===== config.mk =====
export PLATFORM = sky130hd
export DESIGN_NAME = loic_datapath
export DESIGN_NICKNAME = d
export VERILOG_FILES = /design/src/rtl/core/loic_pkg.sv /design/src/rtl/core/loic_ram.sv /design/src/rtl/core/loic_datapath.sv
export SDC_FILE = /design/constraint.sdc
export NUM_CORES = 2
export LEC_CHECK = 0
export BUFFER_PORTS_ARGS = -buffer_cell sky130_fd_sc_hd__buf_2
export CORE_ASPECT_RATIO = 1.2
export CORE_MARGIN = 2
export CORE_UTILIZATION = 42
export DETAILED_ROUTE_END_ITERATION = 12
export PLACE_DENSITY_LB_ADDON = 0.15
export SYNTH_ARGS = -nofsm -noshare
export SYNTH_HDL_FRONTEND = slang
export SYNTH_SLANG_ARGS = --single-unit
export TNS_END_PERCENT = 20

===== constraint.sdc =====
create_clock -name clk -period 4.4 [get_ports clk]
set_input_delay 1.1 -clock clk [delete_from_list [all_inputs] [get_ports clk]]
set_output_delay 1.1 -clock clk [all_outputs]
set_load 0.02 [all_outputs]

===== src/rtl/core/loic_pkg.sv =====
// Shared types, codes and default sizes of the lock-order inversion checker.
package loic_pkg;

  localparam int OP_W      = 2;
  localparam int TH_W      = 2;
  localparam int ID_W      = 5;
  localparam int VERDICT_W = 3;

  localparam int MAX_LOCKS_DEF  = 32;
  localparam int THREADS_DEF    = 4;
  localparam int HELD_DEPTH_DEF = 8;

  localparam logic [OP_W-1:0] OP_CREATE  = 2'd0;
  localparam logic [OP_W-1:0] OP_LOCK    = 2'd1;
  localparam logic [OP_W-1:0] OP_UNLOCK  = 2'd2;
  localparam logic [OP_W-1:0] OP_DESTROY = 2'd3;

  localparam logic [VERDICT_W-1:0] V_OK        = 3'd0;
  localparam logic [VERDICT_W-1:0] V_RECURSIVE = 3'd1;
  localparam logic [VERDICT_W-1:0] V_INVERSION = 3'd2;
  localparam logic [VERDICT_W-1:0] V_NO_FREE   = 3'd3;
  localparam logic [VERDICT_W-1:0] V_LIST_FULL = 3'd4;

  typedef struct packed {
    logic load;
    logic cr_pop;
    logic cr_fresh;
    logic cr_none;
    logic ds_push;
    logic sweep;
    logic lk_start;
    logic lk_row;
    logic lk_other;
    logic lk_check;
    logic lk_end;
    logic ul_start;
    logic ul_prev;
    logic ul_next;
    logic ul_shift;
    logic ul_done;
    logic finish;
  } cmd_t;

  typedef struct packed {
    logic [OP_W-1:0] op;
    logic            id_ok;
    logic            th_ok;
    logic            free_nz;
    logic            fresh_ok;
    logic            cnt_zero;
    logic            hit;
    logic            idx_last;
    logic            idx_zero;
    logic            ul_match;
    logic            sw_done;
  } status_t;

endpackage


===== src/rtl/core/loic_ram.sv =====
// Generic single-write, single-read RAM with a registered read port.
module loic_ram #(
  parameter int WIDTH = 8,
  parameter int DEPTH = 32,
  localparam int AW = (DEPTH > 1) ? $clog2(DEPTH) : 1
) (
  input  logic             clk,
  input  logic             we,
  input  logic [AW-1:0]    waddr,
  input  logic [WIDTH-1:0] wdata,
  input  logic [AW-1:0]    raddr,
  output logic [WIDTH-1:0] rdata
);

  logic [WIDTH-1:0] mem [DEPTH];

  always_ff @(posedge clk) begin
    if (we) begin
      mem[waddr] <= wdata;
    end
    rdata <= mem[raddr];
  end

endmodule


===== src/rtl/core/loic_datapath.sv =====
// Datapath of the lock-order inversion checker: order matrix, free stack and held lists.
module loic_datapath import loic_pkg::*; #(
  parameter int MAX_LOCKS  = MAX_LOCKS_DEF,
  parameter int THREADS    = THREADS_DEF,
  parameter int HELD_DEPTH = HELD_DEPTH_DEF
) (
  input  logic                 clk,
  input  logic                 rst,
  input  cmd_t                 cmd,
  output status_t              st,
  input  logic [OP_W-1:0]      operation,
  input  logic [TH_W-1:0]      thread_id,
  input  logic [ID_W-1:0]      lock_id,
  output logic [ID_W-1:0]      assigned_id,
  output logic [VERDICT_W-1:0] verdict,
  output logic [ID_W-1:0]      partner_id,
  output logic                 done
);

  localparam int IW     = $clog2(MAX_LOCKS);
  localparam int NW     = $clog2(MAX_LOCKS + 1);
  localparam int TW     = (THREADS > 1) ? $clog2(THREADS) : 1;
  localparam int CW     = $clog2(HELD_DEPTH + 1);
  localparam int HDEPTH = THREADS * HELD_DEPTH;
  localparam int HAW    = (HDEPTH > 1) ? $clog2(HDEPTH) : 1;
  localparam logic [MAX_LOCKS-1:0] ONE_BIT = {{(MAX_LOCKS - 1){1'b0}}, 1'b1};

  logic [OP_W-1:0]      op_r;
  logic [TW-1:0]        th_r;
  logic [IW-1:0]        id_r;
  logic                 id_ok_r;
  logic                 th_ok_r;
  logic [MAX_LOCKS-1:0] valid;
  logic [NW-1:0]        free_count;
  logic [NW-1:0]        fresh_count;
  logic [CW-1:0]        held_count [THREADS];
  logic [MAX_LOCKS-1:0] row_reg;
  logic [IW-1:0]        other_r;
  logic [CW-1:0]        idx;
  logic                 hit_r;
  logic [IW-1:0]        col_r;
  logic [NW-1:0]        sw;
  logic [IW-1:0]        assigned_r;
  logic [VERDICT_W-1:0] verdict_r;
  logic [IW-1:0]        partner_r;
  logic                 done_r;

  logic                 mx_we;
  logic [IW-1:0]        mx_waddr;
  logic [MAX_LOCKS-1:0] mx_wdata;
  logic [IW-1:0]        mx_raddr;
  logic [MAX_LOCKS-1:0] mx_rdata;
  logic                 fs_we;
  logic [IW-1:0]        fs_waddr;
  logic [IW-1:0]        fs_raddr;
  logic [IW-1:0]        fs_rdata;
  logic                 hl_we;
  logic [HAW-1:0]       hl_waddr;
  logic [IW-1:0]        hl_wdata;
  logic [HAW-1:0]       hl_raddr;
  logic [IW-1:0]        hl_rdata;

  logic [CW-1:0]        cnt;
  logic                 cnt_room;
  logic [HAW-1:0]       base;
  logic [MAX_LOCKS-1:0] other_row;
  logic                 fwd;
  logic                 rev;
  logic                 hit;

  assign cnt       = held_count[th_r];
  assign cnt_room  = (cnt < CW'(HELD_DEPTH));
  assign base      = HAW'(th_r) * HAW'(HELD_DEPTH);
  assign other_row = valid[other_r] ? mx_rdata : '0;
  assign fwd       = row_reg[other_r];
  assign rev       = (other_r == id_r) || other_row[id_r];
  assign hit       = !fwd && rev;

  assign mx_raddr = cmd.lk_other ? hl_rdata : (cmd.sweep ? IW'(sw) : id_r);
  assign mx_we    = (cmd.sweep && (sw != '0)) || cmd.lk_end;
  assign mx_waddr = cmd.lk_end ? id_r : IW'(sw - 1'b1);
  assign mx_wdata = cmd.lk_end ? row_reg : (mx_rdata & ~(ONE_BIT << col_r));

  assign fs_raddr = IW'(free_count - 1'b1);
  assign fs_we    = cmd.ds_push && (free_count < NW'(MAX_LOCKS));
  assign fs_waddr = IW'(free_count);

  assign hl_raddr = base + HAW'(idx);
  assign hl_we    = (cmd.lk_end && !hit_r && cnt_room) || cmd.ul_shift;
  assign hl_waddr = cmd.ul_shift ? (base + HAW'(idx - 1'b1)) : (base + HAW'(cnt));
  assign hl_wdata = cmd.ul_shift ? hl_rdata : id_r;

  loic_ram #(.WIDTH(MAX_LOCKS), .DEPTH(MAX_LOCKS)) u_matrix (
    .clk   (clk),
    .we    (mx_we),
    .waddr (mx_waddr),
    .wdata (mx_wdata),
    .raddr (mx_raddr),
    .rdata (mx_rdata)
  );

  loic_ram #(.WIDTH(IW), .DEPTH(MAX_LOCKS)) u_free_stack (
    .clk   (clk),
    .we    (fs_we),
    .waddr (fs_waddr),
    .wdata (id_r),
    .raddr (fs_raddr),
    .rdata (fs_rdata)
  );

  loic_ram #(.WIDTH(IW), .DEPTH(HDEPTH)) u_held (
    .clk   (clk),
    .we    (hl_we),
    .waddr (hl_waddr),
    .wdata (hl_wdata),
    .raddr (hl_raddr),
    .rdata (hl_rdata)
  );

  always_comb begin
    st.op       = op_r;
    st.id_ok    = id_ok_r;
    st.th_ok    = th_ok_r;
    st.free_nz  = (free_count != '0);
    st.fresh_ok = (fresh_count < NW'(MAX_LOCKS));
    st.cnt_zero = (cnt == '0);
    st.hit      = hit;
    st.idx_last = (({1'b0, idx} + 1'b1) == {1'b0, cnt});
    st.idx_zero = (idx == '0);
    st.ul_match = (hl_rdata == id_r);
    st.sw_done  = (sw == NW'(MAX_LOCKS));
  end

  always_ff @(posedge clk) begin
    if (rst) begin
      valid       <= '0;
      free_count  <= '0;
      fresh_count <= '0;
      done_r      <= 1'b0;
      for (int t = 0; t < THREADS; t++) begin
        held_count[t] <= '0;
      end
    end else begin
      done_r <= cmd.finish;
      if (cmd.cr_pop) begin
        valid[fs_rdata] <= 1'b0;
        free_count      <= free_count - 1'b1;
      end
      if (cmd.cr_fresh) begin
        valid[IW'(fresh_count)] <= 1'b0;
        fresh_count             <= fresh_count + 1'b1;
      end
      if (fs_we) begin
        free_count <= free_count + 1'b1;
      end
      if (cmd.lk_end) begin
        valid[id_r] <= 1'b1;
        if (!hit_r && cnt_room) begin
          held_count[th_r] <= cnt + 1'b1;
        end
      end
      if (cmd.ul_done) begin
        held_count[th_r] <= cnt - 1'b1;
      end
    end
  end

  always_ff @(posedge clk) begin
    if (cmd.load) begin
      op_r       <= operation;
      th_r       <= TW'(thread_id);
      id_r       <= IW'(lock_id);
      id_ok_r    <= (int'(lock_id) < MAX_LOCKS);
      th_ok_r    <= (int'(thread_id) < THREADS);
      assigned_r <= '0;
      verdict_r  <= V_OK;
      partner_r  <= '0;
    end
    if (cmd.cr_pop) begin
      assigned_r <= fs_rdata;
    end
    if (cmd.cr_fresh) begin
      assigned_r <= IW'(fresh_count);
      col_r      <= IW'(fresh_count);
      sw         <= '0;
    end
    if (cmd.cr_none) begin
      verdict_r <= V_NO_FREE;
    end
    if (cmd.ds_push) begin
      col_r <= id_r;
      sw    <= '0;
    end
    if (cmd.sweep) begin
      sw <= sw + 1'b1;
    end
    if (cmd.lk_start) begin
      idx   <= '0;
      hit_r <= 1'b0;
    end
    if (cmd.lk_row) begin
      row_reg <= valid[id_r] ? mx_rdata : '0;
    end
    if (cmd.lk_other) begin
      other_r <= hl_rdata;
    end
    if (cmd.lk_check) begin
      idx <= idx + 1'b1;
      if (!fwd) begin
        row_reg[other_r] <= 1'b1;
      end
      if (hit) begin
        hit_r     <= 1'b1;
        verdict_r <= (other_r == id_r) ? V_RECURSIVE : V_INVERSION;
        partner_r <= other_r;
      end
    end
    if (cmd.lk_end && !hit_r && !cnt_room) begin
      verdict_r <= V_LIST_FULL;
    end
    if (cmd.ul_start) begin
      idx <= cnt - 1'b1;
    end
    if (cmd.ul_prev) begin
      idx <= idx - 1'b1;
    end
    if (cmd.ul_next || cmd.ul_shift) begin
      idx <= idx + 1'b1;
    end
  end

  assign assigned_id = ID_W'(assigned_r);
  assign verdict     = verdict_r;
  assign partner_id  = ID_W'(partner_r);
  assign done        = done_r;

endmodule

==> flow_summary.rst <==
.. list-table::
   :header-rows: 1

   * - Metric
     - Value
   * - Overflow after GRT
     - 0
   * - Mean routed wirelength per cell
     - 27.99 um
   * - Final TNS setup
     - 0 ns
   * - Power density relative to cell area
     - 570.5 nW/um2
   * - Final count of pins violating max slew
     - 0
   * - Peak supply drop
     - 0.0003473 V
   * - Cell count of the worst reg-to-reg path
     - 10
   * - Critical register-to-register path endpoint
     - u_held.mem[7][0]
   * - Antenna viol nets, final
     - 0
   * - Hold-fix buffers, CTS
     - 0
   * - Switching power summed over all nets
     - 12170 uW
   * - Data arrival time of the critical path
     - 3.20 ns
   * - Number of warnings printed during yosys synthesis
     - 0
   * - Launch point of the worst hold path
     - row_reg[1]
   * - Largest regs
     - u_matrix.mem (1024), u_free_stack.mem (160), u_held.mem (160)
   * - Hold Path Cell Cnt
     - 2
   * - Number of cells produced by synthesis
     - 3931
   * - Placeable core area
     - 145300 um2
   * - Layout Nets
     - 4125
   * - Global Route Usage Sum
     - 22.89%
   * - Reg with most FFs
     - u_matrix.mem
   * - Predominant post-synthesis flop cell
     - sky130_fd_sc_hd__edfxtp_1
   * - Wire length of the first global-routing pass
     - 249500 um
   * - Final Setup Violations
     - 0
   * - Per-cell via count in the routed design
     - 5.808
   * - Final-layout worst hold slack
     - 0.4700 ns
   * - Die Y
     - 423.5 um
   * - Number of cells after detailed placement
     - 5836
   * - Count of pins on the block boundary
     - 54
   * - Fin crit share
     - 97.69%
   * - Clock buffer count from CTS
     - 155
   * - Critical Path RT
     - 3.30 ns
   * - Sort of element at the end of the critical path
     - primary output
   * - Area share of the largest cell type after synthesis
     - 67.97%
   * - Yosys reg bits
     - 1524
   * - Switch share
     - 30.20%
   * - Proportion of register bits with asynchronous set or reset after synthesis
     - 0%
   * - Flip-flop count of the largest register, all copies and words added
     - 1024
   * - Synthesis-to-finish area growth
     - 14.73%
   * - Outcome
     - completed
   * - Clock slew seen by the registers of the worst setup and hold paths
     - 0.06 ns
   * - Cells taking the most area after synthesis
     - sky130_fd_sc_hd__edfxtp_1 68%, sky130_fd_sc_hd__mux4_2 9.0%, sky130_fd_sc_hd__dfxtp_1 4.2%
   * - DRC marker count from the first detailed-route iteration
     - 3698
   * - Leak Pwr
     - 0.02320 uW
   * - Total vias in the final route
     - 35650
   * - Wirelength, routed
     - 171800 um
   * - Type of the setup path with the least slack
     - reg -> out
   * - CTS tree
     - yes
   * - Clock Latency Late Sink
     - 0.80 ns
   * - Type of the most critical hold path
     - reg -> reg
   * - TritonCTS sink count
     - 1524
   * - Transition time at the pin with the least slew margin
     - 1.180 ns
   * - Highest attainable clock frequency
     - 232.6 MHz
   * - Skew final
     - 0.02454 ns
   * - Setup repair after global routing missed its margin
     - no
   * - Sequential share of power
     - 45.4%
   * - Die outline width
     - 353.6 um
   * - Number of non-filler instances in the completed layout
     - 6139
   * - Total of max-cap violations
     - 0
   * - Clock root buffer
     - sky130_fd_sc_hd__clkbuf_16
   * - Utilization after layout
     - 48.63%
   * - Full die area
     - 149700 um2
   * - Initial Utilization
     - 42.39%
   * - Post-layout min period
     - 4.299 ns
   * - Largest net degree at the start of global routing
     - 125
   * - Cell internal power dissipation
     - 28140 uW
   * - CP max FO
     - 10
   * - Max-slew headroom
     - 21.31%
   * - R2R Path Start
     - th_r[0]
   * - Final hold violation count
     - 0
   * - Number of flops mapped to enable cells by yosys
     - 1394
   * - Fillers
     - 12300
   * - Netlist cell types
     - 69
   * - Min-Delay Endpoint
     - row_reg[1]
   * - Nature of the critical path startpoint
     - flop
   * - Area of the mapped netlist
     - 61590 um2
   * - HPWL after detailed placement
     - 98170 um
   * - Number of cell rows
     - 153
   * - Relative contribution of the clock network to total power
     - 32.4%
   * - Proportion of synthesized chip area in sequential cells
     - 72.20%
   * - Remaining design rule violation count
     - 0
   * - First-pass DRT Iterations
     - 5
   * - Vias in the first global route
     - 35030
   * - Final GP Congestion
     - 0.8257
   * - Area leader, netlist
     - sky130_fd_sc_hd__edfxtp_1
   * - Internal reg-to-reg setup slack
     - 0.91 ns
   * - Maximum level of the CTS H-tree
     - 4
   * - Number of antenna violations at the first check in global routing
     - 8
   * - Port buffer count
     - 51
   * - Mean area per synthesized cell
     - 15.67 um2
   * - Bufs on Longest Clock Path
     - 3
   * - Proportion of layout cells with a drive suffix above 1
     - 19.66%
   * - Combinational group share of total power
     - 22.2%
[power by group through the flow]
stage	Combinational, uW	Sequential, uW	Clock (uW)
global route	9660	18300	13800
global placement	8890	18600	0
floorplan	5670	18200	0
detailed placement	8950	18600	0
CTS	9030	18300	13300
finish	8960	18300	13100
[cell usage in the layout, fill, tap and decap left out, types with 41 or more instances in the layout]
cell type	synthesis	routed
sky130_fd_sc_hd__clkbuf_16	0	157
sky130_fd_sc_hd__inv_1	41	41
sky130_fd_sc_hd__nand3_1	172	172
sky130_fd_sc_hd__buf_12	0	46
sky130_fd_sc_hd__dfxtp_1	130	129
sky130_fd_sc_hd__mux2i_1	56	55
sky130_fd_sc_hd__a31oi_1	122	122
sky130_fd_sc_hd__nor2_1	199	165
sky130_fd_sc_hd__nand2_1	667	666
sky130_fd_sc_hd__a22oi_1	105	105
sky130_fd_sc_hd__buf_4	11	115
sky130_fd_sc_hd__buf_2	64	50
sky130_fd_sc_hd__mux4_2	247	247
sky130_fd_sc_hd__and3_1	43	42
sky130_fd_sc_hd__edfxtp_1	1394	1394
sky130_fd_sc_hd__o21ai_0	111	78
[worst max-delay path: stages, from the launching register on]
cell                       delay (ns)
sky130_fd_sc_hd__edfxtp_1        0.43
sky130_fd_sc_hd__buf_4           0.20
sky130_fd_sc_hd__nor3b_1         0.66
sky130_fd_sc_hd__nor2b_1         0.37
sky130_fd_sc_hd__nor4_4          0.10
sky130_fd_sc_hd__nor2_1          0.26
sky130_fd_sc_hd__a211oi_4        0.09
sky130_fd_sc_hd__buf_4           0.16
sky130_fd_sc_hd__buf_2           0.14
[metrics by stage]
stage / instance area, um2 / total power [uW] / worst slack (ns)
global route: 70660 / 41840 / 0.007862
detailed placement: 65360 / 27540 / 0.3218
finish: 70660 / 40310 / 0.1015
global placement: 65360 / 27490 / 0.3995
floorplan: 61590 / 23900 / 0.4932
CTS: 70600 / 40610 / 0.01111
[what timing repair did]
action / 4_1_cts / 5_1_grt
pin swaps: 3 / 2
gates cloned: 2 / 0
gates resized for setup: 12 / 5
setup buffers: 11 / 3
setup endpoints to repair: 1 / 1
[layout make-up]
| type | instances | area [um2] | share of cell area (%) |
|---|---|---|---|
| Antenna cell | 1 | 2.502 | 0.003542 |
| Tap cell | 1937 | 2424 | 3.430 |
| Clock buffer | 209 | 4298 | 6.083 |
| Multi-Input combinational cell | 2133 | 16450 | 23.28 |
| Timing Repair Buffer | 216 | 2133 | 3.019 |
| Clock inverter | 77 | 733.2 | 1.038 |
| Sequential cell | 1524 | 44460 | 62.93 |
| Inverter | 42 | 157.7 | 0.2231 |
[metal layers]
layer | global-route usage, % | share of wire [%]
met2 | 38.78 | 50
met1 | 30.82 | 41
met3 | 2.946 | 5.7
met5 | 0 | 0.0070
met4 | 7.121 | 2.7
[Yosys cell counts, drive strengths merged (3+ instances only)]
cell type	instances
nor2	203
mux2	26
a221o	18
o21ai	115
xnor2	22
o41ai	3
a21o	31
a21oi	11
o22ai	10
clkbuf	139
nand2b	11
and3b	5
xor2	20
a31oi	123
and3	43
a32oi	39
nand3	172
inv	42
nor2b	11
or3	11
a22o	6
mux2i	56
o211ai	4
ha	24
or2	4
buf	94
edfxtp	1394
o21a	6
nor3	19
a221oi	5
dfxtp	130
nor4	5
or3b	6
nand3b	10
o221ai	4
and2	21
a22oi	105
nor3b	15
mux4	247
nand2	667
nand4	36
[cell families after synthesis]
kind of cell,Yosys count,share of synthesized area (%)
buffers and inverters,275,1.952
adder cells (fa/ha/maj),25,0.5201
AO/OA/AOI/OAI,491,5.439
XOR/XNOR,42,0.5973
other,1,0.006089
AND/OR/NAND/NOR,1244,8.870
multiplexers,329,10.42
flip-flops,1524,72.20
[worst max-delay path by stage]
stage / start / slack [ns] / to
6_report: other_r[3] / 0.10 / st[4]
5_1_grt: id_r[3] / 0.008 / st[4]
4_1_cts: id_r[2] / 0.01 / st[4]
3_5_place_dp: id_r[3] / 0.32 / st[4]
3_3_place_gp: id_r[3] / 0.40 / st[4]
2_1_floorplan: cmd[6] / 0.49 / u_matrix.mem[4][0]
No activity file was read; power rests on OpenSTA's default activity.
